$ cat config.mk
export PLATFORM = sky130hd
export DESIGN_NAME = clip_and_fade_rgb565_block
export DESIGN_NICKNAME = d
export VERILOG_FILES = /design/src/sv/caf_pkg.sv /design/src/sv/clip_and_fade_rgb565_block.sv
export SDC_FILE = /design/constraint.sdc
export NUM_CORES = 1
export LEC_CHECK = 0
export BUFFER_PORTS_ARGS = -buffer_cell sky130_fd_sc_hd__buf_4
export CORE_AREA = 2 2 218 305
export DETAILED_ROUTE_END_ITERATION = 6
export DIE_AREA = 0 0 220 307
export PLACE_DENSITY = 0.6
export SLEW_MARGIN = 20
export SYNTH_ARGS = -nofsm -noshare
export SYNTH_HDL_FRONTEND = slang
export SYNTH_SLANG_ARGS = --single-unit
$ cat constraint.sdc
create_clock -name clk -period 12.9 [get_ports clk]
set_input_delay 2.58 -clock clk [delete_from_list [all_inputs] [get_ports clk]]
set_output_delay 2.58 -clock clk [all_outputs]
set_load 0.03 [all_outputs]
$ cat src/sv/caf_pkg.sv
// Constants, types and helper functions of the clip and fade block.
package caf_pkg;

  localparam int unsigned BUFFER_PIXELS = 256;
  localparam logic [10:0] SIZE_MAX      = 11'd1024;

  localparam logic [1:0] REG_SCREEN_WIDTH  = 2'd0;
  localparam logic [1:0] REG_SCREEN_HEIGHT = 2'd1;
  localparam logic [1:0] REG_FADE_ALPHA    = 2'd2;

  typedef struct packed {
    logic        keep;
    logic        area_check;
    logic [10:0] copy_w;
    logic [10:0] copy_h;
    logic [9:0]  x;
    logic [9:0]  y;
    logic        last;
    logic [15:0] pixel;
  } geom_t;

  // Block sizes: zero acts as one, anything above the maximum as the maximum.
  function automatic logic [10:0] clamp_block(logic [10:0] v);
    logic [10:0] r;
    r = v;
    if (v == 11'd0) begin
      r = 11'd1;
    end else if (v > SIZE_MAX) begin
      r = SIZE_MAX;
    end
    return r;
  endfunction

  // Screen sizes: zero stays zero, anything above the maximum is the maximum.
  function automatic logic [10:0] clamp_screen(logic [10:0] v);
    logic [10:0] r;
    r = v;
    if (v > SIZE_MAX) begin
      r = SIZE_MAX;
    end
    return r;
  endfunction

  // Truncating division by 255, exact for every product of a 6-bit channel
  // and an 8-bit factor.
  function automatic logic [5:0] div255(logic [13:0] x);
    logic [14:0] s;
    s = {1'b0, x} + 15'(x[13:8]) + 15'd1;
    return s[13:8];
  endfunction

endpackage

$ cat src/sv/clip_and_fade_rgb565_block.sv
// Clip and fade stage for RGB565 image blocks, with its three pipeline registers.
//
// The block takes the pixels of one decoded image block in raster order, one
// item per pixel, each carrying the block's signed screen position and size.
// Internal column and row counters place each pixel inside its block; they
// advance on every accepted item, wrap at the end of a row and at the end of
// the block, and are never reset by a change of geometry. Pixels that fall
// outside the window [0, screen_width) x [0, screen_height) give no result.
// Each kept pixel has its red, green and blue channels scaled by fade_alpha
// and divided by 255 with truncation, and leaves with its screen coordinates;
// last_kept marks the bottom-right pixel of the visible part of the block.
// When a block is partly clipped or faded and its visible area exceeds
// BUFFER_PIXELS (256), every pixel of that block is dropped; a block fully on
// screen at full brightness always passes unchanged. The block accepts one
// item in every cycle when the output side is not stalled. An accepted item
// passes from the input register to the clipping stage register (window
// bounds and screen coordinates), and the area multiplier and the three
// channel multipliers then feed the output register. Stall runs back through
// the stages, so a held output only stops the input once all three registers
// are full. Configuration writes are taken at any time and are expected only
// while the block is idle.
module clip_and_fade_rgb565_block (
  input  logic               clk,
  input  logic               rst,
  input  logic               cfg_wen,
  input  logic [1:0]         cfg_index,
  input  logic [10:0]        cfg_wdata,
  input  logic               in_valid,
  output logic               in_stall,
  input  logic signed [10:0] block_x,
  input  logic signed [10:0] block_y,
  input  logic [10:0]        block_w,
  input  logic [10:0]        block_h,
  input  logic [15:0]        pixel,
  output logic               out_valid,
  input  logic               out_stall,
  output logic [9:0]         out_x,
  output logic [9:0]         out_y,
  output logic [15:0]        color,
  output logic               last_kept
);
  import caf_pkg::*;

  // Configuration registers.
  logic [10:0] screen_width;
  logic [10:0] screen_height;
  logic [7:0]  fade_alpha;

  // Position of the next pixel inside its block.
  logic [9:0] column_count;
  logic [9:0] row_count;

  // Input register.
  logic               s1_valid;
  logic signed [10:0] s1_bx;
  logic signed [10:0] s1_by;
  logic [10:0]        s1_bw;
  logic [10:0]        s1_bh;
  logic [15:0]        s1_pixel;
  logic [9:0]         s1_col;
  logic [9:0]         s1_row;

  // Clipping stage register.
  logic  s2_valid;
  geom_t s2;
  geom_t s2_next;

  // Handshake through the stages: a stage may load when it is empty or when
  // the stage after it is taking its contents.
  logic ready_out;
  logic ready_s2;
  logic in_accept;

  assign ready_out = !out_valid || !out_stall;
  assign ready_s2  = !s2_valid || ready_out;
  assign in_stall  = s1_valid && !ready_s2;
  assign in_accept = in_valid && !in_stall;

  always_ff @(posedge clk) begin
    if (rst) begin
      screen_width  <= 11'd320;
      screen_height <= 11'd240;
      fade_alpha    <= 8'd255;
    end else if (cfg_wen) begin
      unique case (cfg_index)
        REG_SCREEN_WIDTH:  screen_width  <= cfg_wdata;
        REG_SCREEN_HEIGHT: screen_height <= cfg_wdata;
        REG_FADE_ALPHA:    fade_alpha    <= cfg_wdata[7:0];
        default: ;
      endcase
    end
  end

  // The counters follow the size that arrives with each pixel. A column count
  // of 1023 always wraps, since no block is wider than 1024.
  logic [10:0] in_bw;
  logic [10:0] in_bh;
  logic [9:0]  column_count_next;
  logic [9:0]  row_count_next;

  assign in_bw = clamp_block(block_w);
  assign in_bh = clamp_block(block_h);

  always_comb begin
    column_count_next = column_count + 10'd1;
    row_count_next    = row_count;
    if ({1'b0, column_count} + 11'd1 >= in_bw) begin
      column_count_next = 10'd0;
      if ({1'b0, row_count} + 11'd1 >= in_bh) begin
        row_count_next = 10'd0;
      end else begin
        row_count_next = row_count + 10'd1;
      end
    end
  end

  always_ff @(posedge clk) begin
    if (rst) begin
      column_count <= 10'd0;
      row_count    <= 10'd0;
      s1_valid     <= 1'b0;
    end else begin
      if (in_accept) begin
        column_count <= column_count_next;
        row_count    <= row_count_next;
      end
      if (!in_stall) begin
        s1_valid <= in_valid;
      end
    end
  end

  always_ff @(posedge clk) begin
    if (in_accept) begin
      s1_bx    <= block_x;
      s1_by    <= block_y;
      s1_bw    <= in_bw;
      s1_bh    <= in_bh;
      s1_pixel <= pixel;
      s1_col   <= column_count;
      s1_row   <= row_count;
    end
  end

  // Clipping stage. All coordinates are 13-bit signed, which holds every sum
  // of a position, a size and a counter.
  logic signed [12:0] bx_e, by_e, right_e, bottom_e, sw_e, sh_e;
  logic signed [12:0] cl, ct, cr, cb, sx, sy, cw, ch;
  logic               on_screen;

  always_comb begin
    bx_e      = {{2{s1_bx[10]}}, s1_bx};
    by_e      = {{2{s1_by[10]}}, s1_by};
    right_e   = bx_e + $signed({2'b00, s1_bw});
    bottom_e  = by_e + $signed({2'b00, s1_bh});
    sw_e      = $signed({2'b00, clamp_screen(screen_width)});
    sh_e      = $signed({2'b00, clamp_screen(screen_height)});
    cl        = bx_e[12] ? 13'sd0 : bx_e;
    ct        = by_e[12] ? 13'sd0 : by_e;
    cr        = (right_e > sw_e) ? sw_e : right_e;
    cb        = (bottom_e > sh_e) ? sh_e : bottom_e;
    sx        = bx_e + $signed({3'b000, s1_col});
    sy        = by_e + $signed({3'b000, s1_row});
    cw        = cr - cl;
    ch        = cb - ct;
    on_screen = !bx_e[12] && !by_e[12] && (right_e <= sw_e) && (bottom_e <= sh_e);

    s2_next.keep       = (cr > cl) && (cb > ct) && (sx >= cl) && (sx < cr) &&
                         (sy >= ct) && (sy < cb);
    s2_next.area_check = !(on_screen && (fade_alpha == 8'd255));
    s2_next.copy_w     = cw[10:0];
    s2_next.copy_h     = ch[10:0];
    s2_next.x          = sx[9:0];
    s2_next.y          = sy[9:0];
    s2_next.last       = (sx == cr - 13'sd1) && (sy == cb - 13'sd1);
    s2_next.pixel      = s1_pixel;
  end

  always_ff @(posedge clk) begin
    if (rst) begin
      s2_valid <= 1'b0;
    end else if (ready_s2) begin
      s2_valid <= s1_valid;
    end
  end

  always_ff @(posedge clk) begin
    if (ready_s2 && s1_valid) begin
      s2 <= s2_next;
    end
  end

  // Area test and fade. A clipped or faded block whose visible area is too
  // large for the buffer is dropped in full.
  logic [21:0] area;
  logic        keep_final;
  logic [13:0] r_prod;
  logic [13:0] g_prod;
  logic [13:0] b_prod;
  logic [5:0]  r_q;
  logic [5:0]  g_q;
  logic [5:0]  b_q;

  always_comb begin
    area       = 22'(s2.copy_w) * 22'(s2.copy_h);
    keep_final = s2.keep && !(s2.area_check && (area > 22'(BUFFER_PIXELS)));
    r_prod     = 14'(s2.pixel[15:11]) * 14'(fade_alpha);
    g_prod     = 14'(s2.pixel[10:5]) * 14'(fade_alpha);
    b_prod     = 14'(s2.pixel[4:0]) * 14'(fade_alpha);
    r_q        = div255(r_prod);
    g_q        = div255(g_prod);
    b_q        = div255(b_prod);
  end

  always_ff @(posedge clk) begin
    if (rst) begin
      out_valid <= 1'b0;
    end else if (ready_out) begin
      out_valid <= s2_valid && keep_final;
    end
  end

  always_ff @(posedge clk) begin
    if (ready_out && s2_valid) begin
      out_x     <= s2.x;
      out_y     <= s2.y;
      color     <= {r_q[4:0], g_q, b_q[4:0]};
      last_kept <= s2.last;
    end
  end

endmodule

==> flow_summary.toml, run 1 <==
[sta]
finalHoldViolCount = 0
skew_ns = 0.0211
relSlewSlack = 0.382
finalCritPeriodShare = 0.534
final_max_slew_viol_count = 0
finalSetupViolations = 0
grt_setup_unrepaired = "false"
timing.final.crit_period_ns = 6.89
fin_ws_ns = 6.01
worst_slew_pin_slew_ns = 0.921
whs_ns = 0.416
max_freq_ghz = 0.145
fin_tns_setup_ns = 0

[worst_hold_path]
min_path_type = "register to register"
hold_path_depth = 0
holdCritStartpoint = "s2[24]$_DFFE_PP_"

[setup_path]
end_kind = "register"
cp_num_cells = 28
crit_fanout = 9
crit_top_cell = "o21ai_0"
startpoint_type = "register"
crit_family = "compound AO/OA/AOI/OAI gates"
crit_buf_inv = 2
critPathMaxStageDelay_ns = 0.46
critical_path_class = "register to register"
r2r_start = "s1_bx[0]$_DFFE_PP_"
required_ns = 13.22
startpoint = "s1_bx[0]$_DFFE_PP_"
cp_slowest_cell = "a22oi_2"
critPathArrivalTime_ns = 7.22
reg2reg_depth = 28

[drt]
vias = 17045
drt_iter0_drc = 808
via_per_inst = 5.11
drt-wirelength-per-cell_um = 17.5
dr.pass1.iters = 5
drtAntennaViolNets = 0
wirelength_mm = 58.5
drc = 0

[power_and_ir_drop]
power_mw = 6.47
p_per_area_nw_per_um2 = 257
ir_drop_mv = 0.223
p_leak_nw = 11.3

[status]
status = "finished, final reports clean"

[yosys]
synth-warning-count = 0
ys_types = 97
postSynthCellCount = 2380
synth_top_area_cell = "edfxtp_1"
yosys_register_bits = 231
async_reset_ff_frac = 0
synth.avg_cell_area_um2 = 9.44
syn_nets = 2882
synth-edff-count = 178
synth_seq_area_share = 0.285
synth.cell_area_um2 = 22500
synth_top_area_share = 0.238
yosys-top-cells-area = "edfxtp_1 24%, ha_1 15%, fa_1 13%, nand2_1 5.3%, dfxtp_1 4.7%"
ys.flop_type = "edfxtp_1"

[placed_design]
portBuffers = 116
finalWeightedCongestion = 0.914
dp_hpwl_mm = 48.1
pre_cts_slack_ns = 6.11

[clock_tree]
cts_buffers = 25
cts_num_sinks = 231
cts_setup_buffers = 0
clk_latency_ns = 0.56
cts_resized = 0
max-clock-path-buffers = 3
cts-htree-levels = 1
clkTransAtPathRegs_ns = 0.07
cts_root_buffer = "clkbuf_16"
ctsHoldBuffers = 0
cts_tree = "done"

[global_route]
antenna_found_initial = 0
grt_pass1_wl_mm = 93.9
grt_overflow = 0
grt_usage = 0.176
grt_pass1_vias = 17868
grt_max_degree = 62

[layout]
final_cell_mix = "319 x nand2_1, 280 x inv_1, 278 x ha_1, 178 x edfxtp_1, 146 x fa_1"
syn_to_final_growth_pct = 11.8
fin_util = 0.387
final_common_cell = "nand2_1"
fin_nets = 2973
antennaDiodeCount = 0
final_layout_size_suffix_gt1_frac = 0.0888

[floorplan]
dieHeight_um = 307
core-area_um2 = 65000
initial_core_util = 0.346
io_pins = 117
die_w_um = 220
rows = 111
die-area_um2 = 67500

[job]
cap_violations = 0
## worst reg2reg max path: cells and delay by family, from the launching register on
family,cells,cell delay [ns]
AOI/OAI and AO/OA,14,3.63
xor gates and xnor gates,1,0.26
adders and majority gates,5,1.35
buffers and inverters,2,0.23
DFF,1,0.45
and+or+nand+nor,6,0.74
## layout make-up
class / count / area (um2)
Fill cell: 6538 / 39900
Multi-Input combinational cell: 1801 / 14700
Sequential cell: 231 / 6410
Clock inverter: 13 / 210
Timing Repair Buffer: 127 / 953
Clock buffer: 33 / 676
Inverter: 285 / 1070
Tap cell: 847 / 1060
## per-layer routing
layer / routed length (um) / share of wire / global-route usage / vias up
met1: 23900 / 0.41 / 0.203 / 8268
met5: 0 / 0 / 0 / -
met4: 2290 / 0.039 / 0.0705 / 0
met3: 1770 / 0.030 / 0.0159 / 115
met2: 30500 / 0.52 / 0.328 / 322
li1: - / - / - / 8340
## flip-flops by register name, indices dropped and copies added (netlist names), 11 cells and up
register / flops
s2: 61
color: 16
s1_pixel: 16
s1_bh: 11
s1_bw: 11
s1_bx: 11
s1_by: 11
screen_height: 11
screen_width: 11
## per-stage QoR
stage	cell area, um2	std cells
3_5_place_dp	24200	3291
5_1_grt	25100	3337
2_1_floorplan	22500	2380
4_1_cts	25100	3337
6_report	25100	3337
3_3_place_gp	24200	3291
## cell usage after synthesis (all sizes together) (10+ instances only)
cell type,instances
a211oi,13
a21boi,10
a21o,47
a21oi,128
and2,119
and3,24
clkbuf,55
dfxtp,53
edfxtp,178
fa,146
ha,278
inv,283
nand2,321
nand2b,35
nand3,30
nand3b,24
nand4,17
nor2,89
nor2b,40
nor3,29
nor4,20
o2111ai,10
o211ai,12
o21a,28
o21ai,81
o21bai,10
or3,11
xnor2,101
xor2,42
## cell families (layout without fill, tap and decap cells)
logic type,after synthesis,after routing,share of synthesized area
compound gates,412,412,0.122
simple gates,798,798,0.181
xor+xnor,143,143,0.0557
mux,15,15,0.00813
fa+ha+maj,433,433,0.289
buf+inv,348,458,0.0597
flops,231,231,0.285
## path summary, 6_finish.rpt
| check | to | slack, ns |
|---|---|---|
| setup / recovery | s2[60]$_DFFE_PP_ | 6.01 |
| hold / removal | out_y[7]$_DFFE_PP_ | 0.42 |
| setup reg to reg | s2[60]$_DFFE_PP_ | 6.01 |
| hold reg to reg | out_y[7]$_DFFE_PP_ | 0.42 |
## where the power goes
group | internal, mW | switching (mW)
Clock | 0.472 | 0.313
Sequential | 0.907 | 0.0983
Combinational | 2.02 | 2.65
(Power assumes the default switching activity.)
==> run 2, diff against run 1 <==
- clock period: 12.9 -> 7.2 ns (I/O delays scaled with it)
==> run 2 against run 1 <==
Effect of this change:
- register-to-register slack lost 5.4 ns
- worst hold slack lost 0.0032 ns
- first-iteration DRC count shrank 3.1%
- non-clock buffer count grew 8
==> flow_summary.toml, run 2 (synthesized netlist as in run 1, its figures left out) <==
[floorplan]
io_pins = 117
die-area_um2 = 67500
rows = 111
die_w_um = 220
dieHeight_um = 307
core-area_um2 = 65000
initial_core_util = 0.346

[drt]
wirelength_mm = 59.2
dr.pass1.iters = 6
drt_iter0_drc = 783
via_per_inst = 5.12
drc = 0
vias = 17123
drtAntennaViolNets = 0
drt-wirelength-per-cell_um = 17.7

[clock_tree]
max-clock-path-buffers = 3
cts-htree-levels = 1
cts_buffers = 24
clkTransAtPathRegs_ns = 0.08
cts_root_buffer = "clkbuf_16"
ctsHoldBuffers = 0
cts_tree = "done"
clk_latency_ns = 0.57
cts_num_sinks = 231

[placed_design]
pre_cts_slack_ns = 0.495
dp_cells = 3295
dp_hpwl_mm = 48.4
finalWeightedCongestion = 0.899
portBuffers = 116

[layout]
n_fill_cell = 6458
final_cell_mix = "319 x nand2_1, 280 x inv_1, 278 x ha_1, 178 x edfxtp_1, 146 x fa_1"
reg_top3 = "s2 (61), color (16), s1_pixel (16)"
fin_nets = 2980
top_register = "s2"
syn_to_final_growth_pct = 11.8
final_common_cell = "nand2_1"
multi_input_area_um2 = 14700
final_layout_size_suffix_gt1_frac = 0.0913
largest_register_ffs = 61
antennaDiodeCount = 0
register_area_um2 = 6410
final_cells = 3343
fin_util = 0.387

[global_route]
grt_max_degree = 62
grt_overflow = 0
antenna_found_initial = 0
grt_usage = 0.176
grt_pass1_wl_mm = 93.6
grt_pass1_vias = 17817

[setup_path]
cp_slowest_cell = "edfxtp_1"
r2r_start = "s1_bx[0]$_DFFE_PP_"
crit_top_cell = "o21ai_0"
required_ns = 7.53
critical_path_class = "register to register"
startpoint_type = "register"
reg2reg_depth = 29
ff2ff_setup_slack_ns = 0.63
r2r_end = "s2[60]$_DFFE_PP_"
end_kind = "register"
critPathMaxStageDelay_ns = 0.43
crit_buf_inv = 2
crit_family = "compound AO/OA/AOI/OAI gates"
crit_fanout = 8
critPathArrivalTime_ns = 6.89

[power_and_ir_drop]
p_per_area_nw_per_um2 = 457
ir_drop_mv = 0.434
p_leak_nw = 11.3

[sta]
fin_ws_ns = 0.633
skew_ns = 0.0212
finalCritPeriodShare = 0.912
worst_slew_pin_slew_ns = 1.03
max_freq_ghz = 0.152
timing.final.crit_period_ns = 6.57
fin_tns_setup_ns = 0
finalSetupViolations = 0
final_max_slew_viol_count = 0
grt_setup_unrepaired = "false"
finalHoldViolCount = 0
relSlewSlack = 0.313

[worst_hold_path]
holdPathEnd = "s2[10]$_DFFE_PP_"
min_path_type = "register to register"
holdCritStartpoint = "s1_pixel[10]$_DFFE_PP_"
hold_path_depth = 0

[job]
cap_violations = 0

[status]
status = "finished, final reports clean"
[run 2: power by group]
part           switching, mW  total (mW)  internal (mW)
logic                   4.75        8.38           3.63
clock network          0.569        1.33          0.757
registers              0.162        1.79           1.62
total                   5.48        11.5           6.01
[run 2: what timing repair did]
item,CTS,global route
gates resized for setup,0,1
buffers inserted,0,4
setup endpoints to repair,0,2
[run 2: final cells by class]
class,instances,share of cell area
repair buffers,135,0.0403
flip-flops and latches,231,0.255
inverters,285,0.0426
multi-input cells,1801,0.587
well taps,847,0.0422
clock buffers,31,0.0275
clock inverters,13,0.00548
[run 2: worst max-delay path by stage]
stage / start / to / slack (ns) / cells past startpoint
after floorplan: fade_alpha[2]$_SDFFE_PP1P_ / color[4]$_DFFE_PP_ / 1.15 / 23
after global placement: s1_bx[0]$_DFFE_PP_ / s2[60]$_DFFE_PP_ / 0.67 / 28
after detailed placement: s1_bx[0]$_DFFE_PP_ / s2[60]$_DFFE_PP_ / 0.50 / 28
after CTS: s1_bx[0]$_DFFE_PP_ / s2[60]$_DFFE_PP_ / 0.46 / 28
after global routing: s1_bx[1]$_DFFE_PP_ / s2[60]$_DFFE_PP_ / 0.0003 / 28
final: s1_bx[0]$_DFFE_PP_ / s2[60]$_DFFE_PP_ / 0.63 / 29
[run 2: metrics by stage]
step | hold slack, ns | total power, mW | cell area, um2
after detailed placement | 0.405 | 10.2 | 24300
after floorplan | 0.400 | 8.29 | 22500
after global placement | 0.402 | 9.96 | 24300
after global routing | 0.432 | 12.8 | 25100
after CTS | 0.415 | 11.6 | 25100
final | 0.412 | 11.5 | 25100
[run 2: layer usage]
layer | GRT usage | up-vias | wire length [um] | part of all wire
li1 | - | 8345 | - | -
met1 | 0.202 | 8312 | 24100 | 0.41
met2 | 0.329 | 350 | 30900 | 0.52
met3 | 0.0163 | 116 | 1840 | 0.031
met4 | 0.0716 | 0 | 2340 | 0.039
met5 | 0 | - | 0 | 0
==> run 3, diff against run 2 <==
- CORE_AREA: 2 2 218 305 -> 2 2 162 227
- DIE_AREA: 0 0 220 307 -> 0 0 164 229
- PLACE_DENSITY: 0.6 -> 0.92
==> run 3 against run 2 <==
Effect of this change:
- design area is 2.2% lower
- core utilization grew 30 points
- non-clock buffer count decreased by 2
- clock power down 5%
- largest power group unchanged
- critical path depth fell by 1
- via count rose by 4.9%
- wire length down 2.1%
- cell count down 12%
==> flow_summary.toml, run 3 (synthesized netlist as in run 1, its figures left out) <==
[placed_design]
portBuffers = 116
dp_cells = 2909
dp_hpwl_mm = 45.5
finalWeightedCongestion = 0.969

[sta]
worst_slew_pin_slew_ns = 1.18
finalHoldViolCount = 0
finalSetupViolations = 0
finalCritPeriodShare = 0.926
timing.final.crit_period_ns = 6.67
skew_ns = 0.0229
max_freq_ghz = 0.150
final_max_slew_viol_count = 0
whs_ns = 0.416
fin_tns_setup_ns = 0
grt_setup_unrepaired = "false"
relSlewSlack = 0.194

[global_route]
grt_pass1_wl_mm = 93.8
grt_usage = 0.315
grt_max_degree = 59
grt_pass1_vias = 18920
antenna_found_initial = 0
grt_overflow = 0

[clock_tree]
cts_num_sinks = 231
cts-htree-levels = 1
cts_root_buffer = "clkbuf_16"
max-clock-path-buffers = 3
clkTransAtPathRegs_ns = 0.07
cts_tree = "done"
cts_resized = 0
clk_latency_ns = 0.55
cts_buffers = 23

[floorplan]
die_w_um = 164
io_pins = 117
die-area_um2 = 37600
core-area_um2 = 35600
dieHeight_um = 229
rows = 82
initial_core_util = 0.631

[drt]
wirelength_mm = 57.9
drt_iter0_drc = 1003
drt-wirelength-per-cell_um = 19.6
vias = 17963
drtAntennaViolNets = 0
dr.pass1.iters = 6
via_per_inst = 6.08
drc = 0

[setup_path]
crit_fanout = 5
cp_slowest_cell = "edfxtp_1"
critical_path_class = "register to register"
required_ns = 7.48
startpoint_type = "register"
crit_buf_inv = 2
crit_top_cell = "o21ai_0"
critPathArrivalTime_ns = 6.95
end_kind = "register"
critPathMaxStageDelay_ns = 0.41
crit_family = "compound AO/OA/AOI/OAI gates"

[power_and_ir_drop]
seq_power_share = 0.153
power.switching_mw = 5.62
p_per_area_nw_per_um2 = 474
ir_drop_mv = 0.786
swShare = 0.482
power.internal_mw = 6.04
combPwrFrac = 0.738
p_leak_nw = 11.3
clkPwrFrac = 0.108

[layout]
antennaDiodeCount = 0
multi_input_area_um2 = 14700
top_register = "s2"
n_fill_cell = 2579
final_cell_mix = "319 x nand2_1, 280 x inv_1, 278 x ha_1, 178 x edfxtp_1, 146 x fa_1"
reg_top3 = "s2 (61), color (16), s1_pixel (16)"
register_area_um2 = 6410
fin_nets = 2977
final_cells = 2953
largest_register_ffs = 61
syn_to_final_growth_pct = 9.38
final_common_cell = "nand2_1"
final_layout_size_suffix_gt1_frac = 0.0895

[worst_hold_path]
min_path_type = "register to register"

[status]
status = "finished, final reports clean"

[job]
cap_violations = 0
run 3: per-stage QoR:
step                      area, um2  setup slack (ns)  utilization  power [mW]
final                         24600             0.534        0.690        11.7
after global routing          24600           0.00335        0.690        12.8
after CTS                     24600             0.504        0.690        11.6
after detailed placement      23800             0.547        0.668        10.2
after global placement        23800             0.742        0.668        9.75
after floorplan               22500              1.15            -        8.29
run 3: final timing paths:
kind                          start                to  slack (ns)  cells past startpoint
min          s1_pixel[14]$_DFFE_PP_  s2[14]$_DFFE_PP_        0.42                      0
max              s1_bx[0]$_DFFE_PP_  s2[60]$_DFFE_PP_        0.53                     28
min reg2reg  s1_pixel[14]$_DFFE_PP_  s2[14]$_DFFE_PP_        0.42                      0
max reg2reg      s1_bx[0]$_DFFE_PP_  s2[60]$_DFFE_PP_        0.53                     28
run 3: timing repair:
item,4_1_cts,5_1_grt
hold buffers,0,0
endpoints found under the setup margin,0,2
buffers inserted,0,3
run 3: worst reg2reg max path, delay by kind of cell, from the launching register on:
family	cells	cell delay, ns
compound gates	14	3.45
fa+ha+maj	5	1.36
xor+xnor	1	0.28
simple gates	6	0.68
buf+inv	2	0.22
flops	1	0.41
run 3: final cells by class:
class	count	area share
Clock buffer	29	0.0251
Clock inverter	12	0.00647
Inverter	285	0.0436
Multi-Input combinational cell	1801	0.600
Sequential cell	231	0.261
Tap cell	462	0.0235
Timing Repair Buffer	133	0.0406
run 3: per-layer routing:
layer	vias to the layer above	wire, um	share of wire	GRT usage
met5	-	0	0	0
met4	0	3730	0.064	0.190
met3	227	3110	0.054	0.0378
li1	8357	-	-	-
met2	748	29700	0.51	0.562
met1	8631	21400	0.37	0.355
run 3: power by group through the flow:
stage | Sequential [mW] | Clock [mW] | Combinational, mW
3_3_place_gp | 1.80 | 0 | 7.95
6_report | 1.79 | 1.26 | 8.61
5_1_grt | 1.80 | 1.32 | 9.69
2_1_floorplan | 1.72 | 0 | 6.57
4_1_cts | 1.78 | 1.28 | 8.53
3_5_place_dp | 1.81 | 0 | 8.42
